--- src/hw/rtl/gae_pkg.sv ---
package gae_pkg;

	// Field widths of the sample and result transactions.
	localparam int ENV_W = 4;
	localparam int VAL_W = 32;
	localparam int FRAC_W = 16;

	// Environment count default and the most environments the index can address.
	localparam int ENV_COUNT_DEF = 16;
	localparam int ENV_SLOTS_MAX = 1 << ENV_W;

	// Work queue between the front and back ends.
	localparam int QUEUE_DEPTH = 4;
	localparam int QPTR_W = $clog2(QUEUE_DEPTH);
	localparam int QCNT_W = $clog2(QUEUE_DEPTH + 1);

	// Internal arithmetic widths: rounded products, the TD error and the carry sum.
	localparam int PROD_W = VAL_W + 1;
	localparam int DELTA_W = VAL_W + 2;
	localparam int SUM_W = VAL_W + 3;

	// Configuration port.
	localparam int ADDR_W = 3;
	localparam int DATA_W = 32;

	typedef enum logic {
		REG_DISCOUNT = 1'b0,
		REG_TRACE_DECAY = 1'b1
	} gae_reg_t;

	localparam logic [FRAC_W-1:0] DISCOUNT_RESET = 16'd64881;
	localparam logic [FRAC_W-1:0] TRACE_DECAY_RESET = 16'd62259;
	localparam logic [2*FRAC_W:0] GL_PROD_RESET =
		(2*FRAC_W+1)'(DISCOUNT_RESET) * (2*FRAC_W+1)'(TRACE_DECAY_RESET);
	localparam logic [FRAC_W-1:0] GL_RESET =
		FRAC_W'((GL_PROD_RESET + (2*FRAC_W+1)'(33'h8000)) >> FRAC_W);

	typedef struct packed {
		logic [ENV_W-1:0] env_index;
		logic [VAL_W-1:0] reward;
		logic [VAL_W-1:0] state_value;
		logic [VAL_W-1:0] next_state_value;
		logic terminated;
		logic truncated;
		logic rollout_end;
	} gae_in_t;

	typedef struct packed {
		logic [VAL_W-1:0] advantage;
		logic saturated;
	} gae_out_t;

	// One queued work entry: the TD error plus what the carry stage needs.
	typedef struct packed {
		logic [ENV_W-1:0] env_index;
		logic [DELTA_W-1:0] delta;
		logic no_carry;
	} gae_work_t;

	// Unsigned Q0.16 fraction times signed Q16.16, rounded half up to Q16.16.
	function automatic logic [PROD_W-1:0] mul_round(input logic [FRAC_W-1:0] frac,
			input logic [VAL_W-1:0] x);
		logic signed [FRAC_W+VAL_W:0] p;
		p = $signed({1'b0, frac}) * $signed(x);
		p = p + (FRAC_W+VAL_W+1)'(32'h8000);
		return p[FRAC_W+VAL_W:FRAC_W];
	endfunction

endpackage

--- src/hw/rtl/gae_front.sv ---
module gae_front (
	input  logic                       clk,
	input  logic                       arst_n,
	input  logic                       sample_valid,
	output logic                       sample_ready,
	input  gae_pkg::gae_in_t           sample,
	input  logic [gae_pkg::FRAC_W-1:0] discount,
	input  logic [gae_pkg::QCNT_W-1:0] q_count,
	output logic                       push,
	output gae_pkg::gae_work_t         push_data
);
	import gae_pkg::*;

	logic              valid_s1;
	logic [ENV_W-1:0]  env_s1;
	logic [PROD_W-1:0] rv_s1;
	logic [PROD_W-1:0] gn_s1;
	logic              term_s1;
	logic              trunc_s1;
	logic              last_s1;
	logic [QCNT_W:0]   occupancy;
	logic              accept;
	logic [DELTA_W-1:0] gn_term;

	// Credit check: queued entries plus the one in flight must leave a free slot.
	assign occupancy = (QCNT_W+1)'(q_count) + (QCNT_W+1)'(valid_s1);
	assign sample_ready = occupancy < (QCNT_W+1)'(QUEUE_DEPTH);
	assign accept = sample_valid && sample_ready;

	always_ff @(posedge clk or negedge arst_n) begin
		if (!arst_n) begin
			valid_s1 <= 1'b0;
		end else begin
			valid_s1 <= accept;
		end
	end

	// Reward minus value and the rounded discounted bootstrap, side by side.
	always_ff @(posedge clk) begin
		if (accept) begin
			env_s1 <= sample.env_index;
			rv_s1 <= {sample.reward[VAL_W-1], sample.reward}
				- {sample.state_value[VAL_W-1], sample.state_value};
			gn_s1 <= mul_round(discount, sample.next_state_value);
			term_s1 <= sample.terminated;
			trunc_s1 <= sample.truncated;
			last_s1 <= sample.rollout_end;
		end
	end

	// TD error: no bootstrap when terminated, forced to zero when truncated.
	assign gn_term = term_s1 ? '0 : {gn_s1[PROD_W-1], gn_s1};

	always_comb begin
		push = valid_s1;
		push_data.env_index = env_s1;
		push_data.no_carry = term_s1 || trunc_s1 || last_s1;
		if (trunc_s1) begin
			push_data.delta = '0;
		end else begin
			push_data.delta = {rv_s1[PROD_W-1], rv_s1} + gn_term;
		end
	end

endmodule

--- src/hw/rtl/gae_queue.sv ---
module gae_queue (
	input  logic                       clk,
	input  logic                       arst_n,
	input  logic                       push,
	input  gae_pkg::gae_work_t         push_data,
	input  logic                       pop,
	output logic                       head_valid,
	output gae_pkg::gae_work_t         head,
	output logic [gae_pkg::QCNT_W-1:0] count
);
	import gae_pkg::*;

	gae_work_t         entry_q [QUEUE_DEPTH];
	logic [QPTR_W-1:0] wr_ptr_q;
	logic [QPTR_W-1:0] rd_ptr_q;
	logic [QCNT_W-1:0] count_q;

	assign head_valid = count_q != '0;
	assign head = entry_q[rd_ptr_q];
	assign count = count_q;

	// Pointers and fill count; the front end never pushes into a full queue.
	always_ff @(posedge clk or negedge arst_n) begin
		if (!arst_n) begin
			wr_ptr_q <= '0;
			rd_ptr_q <= '0;
			count_q <= '0;
		end else begin
			if (push) begin
				wr_ptr_q <= wr_ptr_q + 1'b1;
			end
			if (pop) begin
				rd_ptr_q <= rd_ptr_q + 1'b1;
			end
			if (push && !pop) begin
				count_q <= count_q + 1'b1;
			end else if (pop && !push) begin
				count_q <= count_q - 1'b1;
			end
		end
	end

	// Entry storage.
	always_ff @(posedge clk) begin
		if (push) begin
			entry_q[wr_ptr_q] <= push_data;
		end
	end

endmodule

--- src/hw/rtl/gae_back.sv ---
module gae_back #(
	parameter int ENV_COUNT = gae_pkg::ENV_COUNT_DEF
) (
	input  logic                       clk,
	input  logic                       arst_n,
	input  logic                       head_valid,
	input  gae_pkg::gae_work_t         head,
	output logic                       pop,
	input  logic [gae_pkg::FRAC_W-1:0] gl_factor,
	output logic                       result_valid,
	input  logic                       result_ready,
	output gae_pkg::gae_out_t          result
);
	import gae_pkg::*;

	localparam int SLOTS = (ENV_COUNT < ENV_SLOTS_MAX) ? ENV_COUNT : ENV_SLOTS_MAX;
	localparam int IDX_W = (SLOTS > 1) ? $clog2(SLOTS) : 1;

	logic [VAL_W-1:0]  running_q [SLOTS];
	logic              out_valid_q;
	gae_out_t          out_q;
	logic              env_ok;
	logic [IDX_W-1:0]  slot;
	logic [PROD_W-1:0] carry;
	logic [SUM_W-1:0]  sum;
	logic              sat_hi;
	logic              sat_lo;
	gae_out_t          next_out;

	assign pop = head_valid && (!out_valid_q || result_ready);
	assign env_ok = 32'(head.env_index) < 32'(ENV_COUNT);
	assign slot = head.env_index[IDX_W-1:0];

	// Carry of the stored running advantage, scaled by gamma*lambda.
	always_comb begin
		if (env_ok && !head.no_carry) begin
			carry = mul_round(gl_factor, running_q[slot]);
		end else begin
			carry = '0;
		end
		sum = {head.delta[DELTA_W-1], head.delta} + {{2{carry[PROD_W-1]}}, carry};
	end

	// Clamp to signed Q16.16 and flag the clamp.
	always_comb begin
		sat_hi = !sum[SUM_W-1] && (sum[SUM_W-2:VAL_W-1] != '0);
		sat_lo = sum[SUM_W-1] && (sum[SUM_W-2:VAL_W-1] != '1);
		next_out.saturated = sat_hi || sat_lo;
		if (sat_hi) begin
			next_out.advantage = {1'b0, {(VAL_W-1){1'b1}}};
		end else if (sat_lo) begin
			next_out.advantage = {1'b1, {(VAL_W-1){1'b0}}};
		end else begin
			next_out.advantage = sum[VAL_W-1:0];
		end
	end

	// Per-environment running advantage, written back as the result enters the output register.
	always_ff @(posedge clk or negedge arst_n) begin
		if (!arst_n) begin
			for (int i = 0; i < SLOTS; i++) begin
				running_q[i] <= '0;
			end
		end else if (pop && env_ok) begin
			running_q[slot] <= next_out.advantage;
		end
	end

	// Output register.
	always_ff @(posedge clk or negedge arst_n) begin
		if (!arst_n) begin
			out_valid_q <= 1'b0;
		end else if (pop) begin
			out_valid_q <= 1'b1;
		end else if (result_ready) begin
			out_valid_q <= 1'b0;
		end
	end

	always_ff @(posedge clk) begin
		if (pop) begin
			out_q <= next_out;
		end
	end

	assign result_valid = out_valid_q;
	assign result = out_q;

endmodule

--- src/hw/rtl/gae_advantage_scan.sv ---
// A result passes through the front-end stage register, the work queue and the output register.
// Throughput: one sample per cycle while the work queue has a free slot and results are taken;
// the back end's carry multiply and add are combinational, feeding the running-advantage write-back.
// The four-entry work queue lets the front end keep accepting while results wait.
// Reset (arst_n low) clears all running advantages and restores gamma, lambda and their product.
module gae_advantage_scan #(
	parameter int ENV_COUNT = gae_pkg::ENV_COUNT_DEF
) (
	input  logic                       clk,
	input  logic                       arst_n,
	input  logic                       sample_valid,
	output logic                       sample_ready,
	input  gae_pkg::gae_in_t           sample,
	output logic                       result_valid,
	input  logic                       result_ready,
	output gae_pkg::gae_out_t          result,
	input  logic                       psel,
	input  logic                       penable,
	input  logic                       pwrite,
	input  logic [gae_pkg::ADDR_W-1:0] paddr,
	input  logic [gae_pkg::DATA_W-1:0] pwdata,
	output logic [gae_pkg::DATA_W-1:0] prdata,
	output logic                       pready
);
	import gae_pkg::*;

	logic [FRAC_W-1:0]   discount_q;
	logic [FRAC_W-1:0]   trace_decay_q;
	logic [FRAC_W-1:0]   gl_q;
	logic                cfg_write;
	logic                reg_sel;
	logic [FRAC_W-1:0]   new_discount;
	logic [FRAC_W-1:0]   new_trace_decay;
	logic [2*FRAC_W:0]   gl_prod;
	logic                push;
	gae_work_t           push_data;
	logic                pop;
	logic                head_valid;
	gae_work_t           head;
	logic [QCNT_W-1:0]   q_count;

	// Configuration registers; gamma*lambda is formed on every write.
	assign pready = 1'b1;
	assign cfg_write = psel && penable && pwrite;
	assign reg_sel = paddr[2];
	assign new_discount = (reg_sel == REG_DISCOUNT) ? pwdata[FRAC_W-1:0] : discount_q;
	assign new_trace_decay = (reg_sel == REG_TRACE_DECAY) ? pwdata[FRAC_W-1:0] : trace_decay_q;
	assign gl_prod = (2*FRAC_W+1)'(new_discount) * (2*FRAC_W+1)'(new_trace_decay)
		+ (2*FRAC_W+1)'(33'h8000);

	always_ff @(posedge clk or negedge arst_n) begin
		if (!arst_n) begin
			discount_q <= DISCOUNT_RESET;
			trace_decay_q <= TRACE_DECAY_RESET;
			gl_q <= GL_RESET;
		end else if (cfg_write) begin
			discount_q <= new_discount;
			trace_decay_q <= new_trace_decay;
			gl_q <= gl_prod[2*FRAC_W-1:FRAC_W];
		end
	end

	// Register readback.
	always_comb begin
		if (reg_sel == REG_TRACE_DECAY) begin
			prdata = DATA_W'(trace_decay_q);
		end else begin
			prdata = DATA_W'(discount_q);
		end
	end

	gae_front u_front (
		.clk         (clk),
		.arst_n      (arst_n),
		.sample_valid(sample_valid),
		.sample_ready(sample_ready),
		.sample      (sample),
		.discount    (discount_q),
		.q_count     (q_count),
		.push        (push),
		.push_data   (push_data)
	);

	gae_queue u_queue (
		.clk       (clk),
		.arst_n    (arst_n),
		.push      (push),
		.push_data (push_data),
		.pop       (pop),
		.head_valid(head_valid),
		.head      (head),
		.count     (q_count)
	);

	gae_back #(
		.ENV_COUNT(ENV_COUNT)
	) u_back (
		.clk         (clk),
		.arst_n      (arst_n),
		.head_valid  (head_valid),
		.head        (head),
		.pop         (pop),
		.gl_factor   (gl_q),
		.result_valid(result_valid),
		.result_ready(result_ready),
		.result      (result)
	);

endmodule

--- config.mk ---
export PLATFORM = sky130hd
export DESIGN_NAME = gae_advantage_scan
export DESIGN_NICKNAME = d
export VERILOG_FILES = /design/src/hw/rtl/gae_pkg.sv /design/src/hw/rtl/gae_front.sv /design/src/hw/rtl/gae_queue.sv /design/src/hw/rtl/gae_back.sv /design/src/hw/rtl/gae_advantage_scan.sv
export SDC_FILE = /design/constraint.sdc
export NUM_CORES = 2
export LEC_CHECK = 0
export BUFFER_PORTS_ARGS = -buffer_cell sky130_fd_sc_hd__buf_2
export CAP_MARGIN = 20
export CORE_UTILIZATION = 49
export CTS_CLUSTER_SIZE = 16
export DETAILED_ROUTE_END_ITERATION = 6
export PLACE_DENSITY = 0.65
export SYNTH_ARGS = -nofsm -noshare
export SYNTH_HDL_FRONTEND = slang
export SYNTH_SLANG_ARGS = --single-unit
--- constraint.sdc ---
create_clock -name clk -period 17.3 [get_ports clk]
set_input_delay 2.595 -clock clk [delete_from_list [all_inputs] [get_ports clk]]
set_output_delay 2.595 -clock clk [all_outputs]
set_load 0.05 [all_outputs]
==> run_results.csv <==
group,metric,value,unit
sta,clock.fmax,0.0670,GHz
clocking,cts.path.max_buffers,3,
worst_setup_path,start_kind,"flip-flop",
sta,rsz0062_at_grt,"no",
sta,setup_viol,0,
sta,final.setup_skew,85.4,ps
cells_and_area,nets,10000,
cells_and_area,n_fill_cell,14800,
cells_and_area,drive_gt1_frac,0.0840,
logic_synthesis,yosys.area_share.simple,0.128,
logic_synthesis,synth_compound_area_frac,0.0728,
cells_and_area,area_growth,7.16,%
clocking,cts_tree,"yes",
worst_setup_path,reg2reg_slack,2370,ps
sta,hold_violations,0,
logic_synthesis,synth_fa_ha_area_frac,0.359,
clocking,cts_sinks,831,
worst_setup_path,crit_slowest_cell,"mux4_4",
clocking,ctsResizeCount,0,
worst_setup_path,worst_path_most_repeated_cell,"fa_1",
grt,grt_pass1_wl,335000,um
sta,worst_slew_pin_slew,1140,ps
outcome,status,"finished, final reports clean",
sta,tns,0,ps
clocking,cts_buffers,89,
drt,routedWlPerCell,19.8,um
placement,routabilityCongestion,0.867,
clocking,cts_setup_buffers,0,
drt,drt-initial-drc-count,3931,
die,design.portCount,213,
logic_synthesis,ys_types,87,
worst_setup_path,max_stage_delay,1040,ps
die,dieArea,171000,sq um
worst_setup_path,crit_type,"flip-flop to flip-flop",
worst_setup_path,cp.arrival,15310,ps
drt,dr.pass1.iters,7,
die,fp.dieH,413,um
logic_synthesis,yosysWarnings,0,
logic_synthesis,ys.flop_type,"dfrtp_1",
clocking,cts_hold_buffers,0,
drt,detail-route-antenna-nets,0,
clocking,clkLatencyLatePin,760,ps
drt,vias,57300,
die,num_rows,150,
grt,grt_pass1_vias,60200,
worst_setup_path,cp.required,17690,ps
logic_synthesis,synth_edf_count,262,
logic_synthesis,avgSynthCellArea,10.0,sq um
sta,fin_crit_sh,0.863,
cells_and_area,antennaDiodeCount,0,
die,core-area,168000,sq um
logic_synthesis,syn_inst,8265,
logic_synthesis,async_reset_ff_frac,0.685,
logic_synthesis,synth_seq_cells,831,
cells_and_area,final_common_cell,"inv_1",
worst_setup_path,end_kind,"flip-flop",
logic_synthesis,synth_top_family_by_area,"adder cells",
logic_synthesis,syn_area,82900,sq um
drt,wirelength,208000,um
drt,drc,0,
worst_hold_path,hp-class,"flip-flop to flip-flop",
clocking,root_buffer,"clkbuf_16",
logic_synthesis,synthMuxAreaShare,0.0674,
worst_setup_path,path_max_fanout,50,
grt,overflow,0,
placement,dp_hpwl,150000,um
grt,antenna_found_initial,5,
sta,maxSlewHeadroom,0.234,
sta,finalCriticalPeriod,14930,ps
flow_run,maxCapViolations,0,
logic_synthesis,seq_area_frac_synth,0.267,
drt,viasPerCell,5.45,
grt,grt_max_degree,183,
sta,drv_slew,0,
clocking,cts_max_level,3,
cells_and_area,final_cell_mix,"inv_1 (1,465), fa_1 (1,173), nand2_1 (1,025)",
die,die_x,413,um
placement,port_buffers,177,
logic_synthesis,post_synth_xor_area_fraction,0.0184,
grt,grt.total_usage,0.252,
clocking,path_clk_slew,60,ps
die,start_util,0.495,
## registers in the layout, summed over array words and instances (netlist names), 2 cells and up
| register | count |
|---|---|
| u_back.result | 33 |
| u_front.env_s1 | 4 |
| gl_q | 16 |
| u_queue.entry_q | 156 |
| u_queue.rd_ptr_q | 2 |
| u_queue.wr_ptr_q | 2 |
| trace_decay_q | 16 |
| u_front.rv_s1 | 33 |
| discount_q | 16 |
| u_queue.count | 3 |
| u_front.gn_s1 | 33 |
| u_back.running_q | 512 |
## per-stage QoR
step / util / instance area [sq um] / hold WS, ps / std cells / setup slack (ps)
after floorplan: - / 82900 / 445 / 8280 / 5490
after global placement: 0.512 / 85800 / 456 / 10300 / 2600
after detailed placement: 0.512 / 85800 / 465 / 10300 / 2430
after CTS: 0.530 / 88700 / 478 / 10500 / 2350
after global routing: 0.530 / 88800 / 493 / 10500 / 1540
final: 0.530 / 88800 / 476 / 10500 / 2370
## logic make-up (layout without fill, tap and decap cells)
family	after synthesis	in the layout
AO/OA/AOI/OAI	1044	1044
buffers and inverters	1900	1918
adder cells (fa/ha/maj)	1674	1674
AND/OR/NAND/NOR	2293	2293
other	2	17
multiplexers	348	348
flip-flops	831	831
XOR/XNOR	173	173
## area by class of cell
class | count | area [sq um] | area share
clock inverter | 38 | 497 | 0.00559
clock buffer | 128 | 2460 | 0.0277
timing repair buffer | 286 | 1810 | 0.0204
sequential | 831 | 22100 | 0.249
inverter | 1466 | 5500 | 0.0620
tap | 2204 | 2760 | 0.0310
multi-input combinational | 5549 | 53600 | 0.604
## synthesized netlist by cell type, types with 37 or more instances
library cell,n,area share
and2_1,565,0.043
nand2_1,1031,0.047
mux4_2,163,0.044
mux2i_1,136,0.016
o21a_1,46,0.0042
buf_2,44,0.0027
a21o_1,94,0.0085
edfxtp_1,262,0.095
inv_1,1466,0.066
clkbuf_1,342,0.015
fa_1,1173,0.28
xnor2_1,97,0.010
nor2_1,463,0.021
dfrtp_1,540,0.16
nor2b_1,53,0.0040
mux2_2,48,0.0065
nor3_1,37,0.0022
xor2_1,75,0.0079
a21oi_1,357,0.022
ha_1,501,0.076
o21ai_0,408,0.025
## final timing paths
kind,cells after the start,endpoint,from
setup / recovery,44,u_back.result[31]$_DFFE_PP_,u_queue.rd_ptr_q[1]$_DFFE_PN0P_
max in group asynchronous,3,trace_decay_q[10]$_DFFE_PN0P_,arst_n
hold reg to reg,2,u_back.running_q[295]$_DFFE_PN0P_,u_back.running_q[295]$_DFFE_PN0P_
setup reg to reg,44,u_back.result[31]$_DFFE_PP_,u_queue.rd_ptr_q[1]$_DFFE_PN0P_
min in group asynchronous,1,u_back.running_q[98]$_DFFE_PN0P_,arst_n
hold / removal,2,u_back.running_q[295]$_DFFE_PN0P_,u_back.running_q[295]$_DFFE_PN0P_
## critical path: cells and delay by family, from the launching register on
kind	cells	cell delay, ps
xor gates and xnor gates	1	170
AOI/OAI and AO/OA	20	6000
muxes	4	1900
buffers and inverters	9	2160
DFF	1	340
adders and majority gates	8	3530
and+or+nand+nor	2	310
## metal layers
layer,wire (um),vias up,global-route usage
met1,89400,29600,0.347
li1,-,25800,-
met4,6620,6,0.0818
met2,100000,1604,0.415
met5,36,-,0
met3,11800,304,0.0330
Power is left out: the tool's default activity adds up to more than one toggle a clock period on the data nets, which glitch-free logic cannot reach.
